**config.mk**
```make
export PLATFORM = sky130hd
export DESIGN_NAME = nssa_cell
export DESIGN_NICKNAME = d
export VERILOG_FILES = /design/src/rtl/core/nssa_pkg.sv /design/src/rtl/core/nssa_cell.sv
export SDC_FILE = /design/constraint.sdc
export NUM_CORES = 2
export LEC_CHECK = 0
export BUFFER_PORTS_ARGS = -buffer_cell sky130_fd_sc_hd__buf_2
export CAP_MARGIN = 5
export CORE_ASPECT_RATIO = 2
export CORE_MARGIN = 10
export CORE_UTILIZATION = 42
export DETAILED_ROUTE_END_ITERATION = 16
export GPL_TIMING_DRIVEN = 1
export PLACE_DENSITY = 0.56
export SETUP_SLACK_MARGIN = 0.4
export SLEW_MARGIN = 20
export SYNTH_ARGS = -nofsm -noshare
export SYNTH_HDL_FRONTEND = slang
export SYNTH_SLANG_ARGS = --single-unit
```
**constraint.sdc**
```tcl
create_clock -name clk -period 17.45 [get_ports clk]
set_input_delay 3.49 -clock clk [delete_from_list [all_inputs] [get_ports clk]]
set_output_delay 3.49 -clock clk [all_outputs]
set_load 0.01 [all_outputs]
```
**src/rtl/core/nssa_pkg.sv**
```systemverilog
// ----------------------------------------------------------------------------
// nssa_pkg
// Shared types and constants of the nearest station slot assigner.
// ----------------------------------------------------------------------------
package nssa_pkg;

    // Operation codes of an input item
    typedef enum logic [1:0] {
        FUNC_ADD    = 2'd0,
        FUNC_ATTACH = 2'd1,
        FUNC_MOVE   = 2'd2,
        FUNC_LEAVE  = 2'd3
    } func_e_t;

    // Status codes of a result item
    typedef enum logic [1:0] {
        ST_OK        = 2'd0,
        ST_NO_FREE   = 2'd1,
        ST_NOT_FOUND = 2'd2,
        ST_FULL      = 2'd3
    } status_e_t;

    // Sequencer states
    typedef enum logic [2:0] {
        S_IDLE,
        S_ADD,
        S_REMOVE,
        S_REPORT,
        S_SCAN,
        S_FINISH
    } state_t;

    // Squared distance cut-off (distance below ten million)
    localparam logic [63:0] DIST_LIMIT_SQ = 64'd100000000000000;

    typedef struct packed {
        logic [1:0]         func;
        logic [15:0]        terminal_id;
        logic signed [15:0] pos_x;
        logic signed [15:0] pos_y;
        logic signed [15:0] pos_z;
        logic               was_connected;
        logic [3:0]         current_station;
    } cmd_item_t;

    typedef struct packed {
        logic [1:0] status;
        logic [3:0] station_index;
        logic [2:0] slot_index;
        logic [3:0] slots_used;
    } res_item_t;

    // Per-cell strobes from the sequencer
    typedef struct packed {
        logic add_en;
        logic rm_en;
        logic app_en;
    } cell_cmd_t;

endpackage

```
**src/rtl/core/nssa_cell.sv**
```systemverilog
// ----------------------------------------------------------------------------
// nssa_cell
// One station: position, slot list and fill, squared distance to the
// terminal, and one stage of the nearest-station chain.
// ----------------------------------------------------------------------------
module nssa_cell #(
    parameter int SLOTS      = 8,
    parameter int COORD_BITS = 16,
    parameter int ID_BITS    = 16,
    parameter int SW         = 4,
    parameter int FW         = 4,
    parameter int IW         = 3,
    parameter int DW         = 36,
    parameter int IDX        = 0
) (
    input  logic                         clk,
    input  logic                         rst_n,
    input  nssa_pkg::cell_cmd_t          cmd,
    input  logic                         active,
    input  logic [ID_BITS-1:0]           id,
    input  logic signed [COORD_BITS-1:0] px,
    input  logic signed [COORD_BITS-1:0] py,
    input  logic signed [COORD_BITS-1:0] pz,
    input  logic                         best_found_in,
    input  logic [SW-1:0]                best_idx_in,
    input  logic [DW-1:0]                best_dist_in,
    output logic                         best_found_out,
    output logic [SW-1:0]                best_idx_out,
    output logic [DW-1:0]                best_dist_out,
    output logic [FW-1:0]                fill,
    output logic                         hit
);

    localparam int QW = 2 * COORD_BITS + 2;

    logic signed [COORD_BITS-1:0] sx_reg, sy_reg, sz_reg;
    logic [FW-1:0]                fill_reg, fill_next;
    logic [ID_BITS-1:0]           ids_reg [SLOTS];
    logic [ID_BITS-1:0]           ids_next [SLOTS];
    logic [QW-1:0]                qx_reg, qy_reg, qz_reg;
    logic [DW-1:0]                dist_reg;
    logic                         bf_reg;
    logic [SW-1:0]                bi_reg;
    logic [DW-1:0]                bd_reg;
    logic signed [COORD_BITS:0]   dx, dy, dz;
    logic [SLOTS-1:0]             match;
    logic                         own_ok;
    logic                         take;

    // Coordinate differences
    assign dx = $signed({px[COORD_BITS-1], px}) - $signed({sx_reg[COORD_BITS-1], sx_reg});
    assign dy = $signed({py[COORD_BITS-1], py}) - $signed({sy_reg[COORD_BITS-1], sy_reg});
    assign dz = $signed({pz[COORD_BITS-1], pz}) - $signed({sz_reg[COORD_BITS-1], sz_reg});

    // Squares at full width, then their sum
    always_ff @(posedge clk)
    begin
        qx_reg   <= $unsigned(QW'(dx) * QW'(dx));
        qy_reg   <= $unsigned(QW'(dy) * QW'(dy));
        qz_reg   <= $unsigned(QW'(dz) * QW'(dz));
        dist_reg <= DW'(qx_reg) + DW'(qy_reg) + DW'(qz_reg);
    end

    // Find id among occupied slots
    always_comb
    begin
        for (int j = 0; j < SLOTS; j++)
        begin
            match[j] = (32'(j) < 32'(fill_reg)) && (ids_reg[j] == id);
        end
    end

    assign hit = active && (|match);

    // Remove first match by shifting later ids down, or append, or clear
    always_comb
    begin
        logic seen;
        seen      = 1'b0;
        fill_next = fill_reg;
        for (int j = 0; j < SLOTS; j++)
        begin
            ids_next[j] = ids_reg[j];
        end
        if (cmd.add_en)
        begin
            fill_next = '0;
        end
        else if (cmd.rm_en && hit)
        begin
            for (int j = 0; j < SLOTS; j++)
            begin
                seen = seen | match[j];
                if (seen && (j + 1 < SLOTS))
                begin
                    ids_next[j] = ids_reg[(j + 1) % SLOTS];
                end
            end
            fill_next = fill_reg - FW'(1);
        end
        else if (cmd.app_en)
        begin
            ids_next[fill_reg[IW-1:0]] = id;
            fill_next = fill_reg + FW'(1);
        end
    end

    always_ff @(posedge clk or negedge rst_n)
    begin
        if (!rst_n)
        begin
            fill_reg <= '0;
        end
        else
        begin
            fill_reg <= fill_next;
        end
    end

    // Station position and slot ids
    always_ff @(posedge clk)
    begin
        if (cmd.add_en)
        begin
            sx_reg <= px;
            sy_reg <= py;
            sz_reg <= pz;
        end
        for (int j = 0; j < SLOTS; j++)
        begin
            ids_reg[j] <= ids_next[j];
        end
    end

    // Chain stage: keep the incoming best or take this station
    assign own_ok = active && (32'(fill_reg) < 32'(SLOTS))
                  && (64'(dist_reg) < nssa_pkg::DIST_LIMIT_SQ);
    assign take   = own_ok && (!best_found_in || (dist_reg < best_dist_in));

    always_ff @(posedge clk or negedge rst_n)
    begin
        if (!rst_n)
        begin
            bf_reg <= 1'b0;
        end
        else
        begin
            bf_reg <= best_found_in || take;
        end
    end

    always_ff @(posedge clk)
    begin
        bi_reg <= take ? SW'(IDX) : best_idx_in;
        bd_reg <= take ? dist_reg : best_dist_in;
    end

    assign best_found_out = bf_reg;
    assign best_idx_out   = bi_reg;
    assign best_dist_out  = bd_reg;
    assign fill           = fill_reg;

endmodule

```
==> results.tsv <==
stage	metric	value	unit
status	outcome	finished clean	
setup_path	crit path launch type	input pin	
sta	clock skew	30.2	ps
grt	vias in the first global route	37700	
cts	Num CTS Buffers	40	
logic_synthesis	EDFF count, synth	176	
setup_path	nature of the critical path endpoint	flip-flop	
sta	setup_tns	0	ps
detailed_routing	Iter 0 DRT Violations	1774	
cts	# hold bufs at CTS	0	
detailed_routing	drt via density	5.12	
grt	GRT overflow	0	
setup_path	crit path max fanout	11	
finish	number of flip-flops in the largest register	128	
cts	CTS tree	done	
detailed_routing	drt first pass iters	6	
hold_path	WHS Path Cells	1	
setup_path	kind of cell adding the most delay to the critical path	adder cells	
logic_synthesis	Seq/Total Area, Yosys	0.189	
cts	root buffer cell	clkbuf_16	
logic_synthesis	Mapped Cells	4900	
sta	Slew @ Worst Pin	1190	ps
detailed_routing	wl on met1	45100	um
logic_synthesis	xor and xnor fraction of the mapped netlist area	0.0584	
placement	Placer Congestion	0.912	
floorplanning	die height	494	um
detailed_routing	DRT antenna net count	0	
setup_path	path depth of the worst reg2reg path	31	
detailed_routing	final WL	134000	um
logic_synthesis	mux share of post-synthesis cell area	0.00948	
floorplanning	core area	111000	um2
sta	RSZ-0062 raised after global routing	no	
logic_synthesis	synthesized area per cell	9.62	um2
floorplanning	die width	257	um
logic_synthesis	Post-Syn Area	47100	um2
setup_path	Worst path slowest cell	xnor2_1	
logic_synthesis	post-synth cell types	88	
detailed_routing	Top Layer Used	met4	
detailed_routing	met2 wire length	75900	um
logic_synthesis	synth warn	0	
cts	Setup Buffers After CTS	0	
detailed_routing	drt drc	0	
hold_path	hold crit path type	reg -> reg	
placement	worst slack at placement	4810	ps
setup_path	crit path buf inv count	7	
sta	crit share post-route	0.689	
setup_path	CP Depth	33	
grt	first-pass GRT wire length	210000	um
logic_synthesis	Synth Flop Type	edfxtp_1	
sta	final setup vio count	0	
sta	Fin. Hold Viols	0	
cts	post-CTS sizing	0	
setup_path	Worst path most repeated cell	fa_1	
cts	H-tree levels	2	
detailed_routing	DR vias	33400	
finish	commonest non-fill, non-tap cell in the layout	inv_1	
setup_path	CP max stage delay	830	ps
sta	Max Fclk	83.2	MHz
placement	Post-DP HPWL	112000	um
finish	nets	6325	
floorplanning	Core Rows	173	
floorplanning	# IOs	157	
cts	clk_lat worst skew	610	ps
sta	Final Critical Period	12020	ps
placement	port bufs	156	
grt	initial antenna violation count	3	
cts	clock sinks	356	
sta	count of pins over their slew limit	0	
grt	Global Route Usage Sum	0.216	
logic_synthesis	share of synthesized flip-flops with an asynchronous set or reset	0.0140	
setup_path	critical path type	in -> reg	
finish	Fill cells	10900	
finish	layout cell share with drive strength beyond 1	0.0713	
detailed_routing	DR WL met3	4830	um
cts	CTS Buffer Depth	3	
floorplanning	Initial Utilization	0.424	
run	maxcap violations	0	
sta	final worst slack	5430	ps
sta	Slew headroom	0.200	
logic_synthesis	Synth Area in Simple Gates	0.106	
finish	most frequent cells in the layout	inv_1 (1087), fa_1 (848), nand2_1 (529)	
finish	Area growth syn-to-layout	8.13	%
setup_path	Data arrival, critical path	12550	ps
logic_synthesis	Compound-Gate Fraction of Synth Area	0.0786	
logic_synthesis	adder-cell share of the synthesized area	0.457	
grt	largest net degree at the start of global routing	114	
detailed_routing	DR WL/cell	20.5	um
logic_synthesis	top-area cell type share of the netlist area	0.360	
logic_synthesis	Yosys top cell by area	fa_1	
floorplanning	die area	127000	um2
logic_synthesis	Synthesized Nets	6223	
setup_path	WP data required	17980	ps
logic_synthesis	Synth Register Bits	356	
logic_synthesis	most area-consuming cells after synthesis	fa_1 (36%), edfxtp_1 (11%), ha_1 (9.7%), inv_1 (8.7%), dfxtp_1 (7.4%)	
cts	Worst-path clk slew	60	ps
logic_synthesis	largest family of logic cells by synthesized area	adder cells	
cell usage after synthesis, types with 28 or more instances:
master    instances
nor3_1           35
nand2b_1         28
and2_1           31
edfxtp_1        176
mux2_2           36
inv_1          1087
fa_1            848
dfxtp_1         175
o21ai_0         141
ha_1            364
nand2_1         529
xor2_1          108
xnor2_1         206
o31ai_1          64
nand4_1          31
a21oi_1         142
a21o_1           62
nor2b_1          41
buf_2            50
nand3_1          40
nor2_1          349
clkbuf_1         90
metrics by stage:
step                utilization  std cells  hold WS (ps)  area, um2
finish                    0.458       6523           490      51000
global route              0.458       6522           515      51000
detailed placement        0.446       6447           468      49600
floorplan                     -       4900           445      47100
CTS                       0.458       6520           494      50900
global placement          0.446       6447           482      49600
cell type report:
type / count / area (um2) / area share
clock inverters: 22 / 190 / 0.00373
diodes: 3 / 7.51 / 0.000147
repair buffers: 206 / 1160 / 0.0227
flip-flops and latches: 356 / 8910 / 0.175
well taps: 1487 / 1860 / 0.0365
clock buffers: 51 / 1140 / 0.0223
multi-input cells: 3296 / 33500 / 0.658
inverters: 1102 / 4140 / 0.0812
worst register-to-register path, delay by kind of cell (launching register included):
| kind | cells | cell delay, ps |
|---|---|---|
| flops | 1 | 380 |
| xor+xnor | 1 | 830 |
| compound gates | 12 | 2330 |
| simple gates | 4 | 1070 |
| fa+ha+maj | 9 | 3760 |
| buf+inv | 5 | 930 |
final timing paths:
path	startpoint	slack, ps	end
hold / removal	dist_reg[34]$_DFF_P_	490	best_dist_out[34]$_DFF_P_
setup / recovery	py[0]	5430	qy_reg[32]$_DFF_P_
hold reg to reg	dist_reg[34]$_DFF_P_	490	best_dist_out[34]$_DFF_P_
min in group asynchronous	rst_n	2680	best_found_out$_DFF_PN0_
max in group asynchronous	rst_n	14630	fill[0]$_DFFE_PN0P_
setup reg to reg	sy_reg[0]$_DFFE_PP_	8050	qy_reg[32]$_DFF_P_
logic make-up after synthesis:
kind of cell	count (synthesis)
flops	356
compound gates	568
xor+xnor	314
buf+inv	1248
simple gates	1162
mux	40
fa+ha+maj	1212
per-layer routing:
| layer | up-vias | global-route usage |
|---|---|---|
| met2 | 850 | 0.429 |
| met3 | 298 | 0.0234 |
| met1 | 16900 | 0.213 |
| met4 | 0 | 0.114 |
| met5 | - | 0 |
| li1 | 15400 | - |
Power is left out: the tool's default activity adds up to more than one toggle a clock period on the data nets, which glitch-free logic cannot reach.
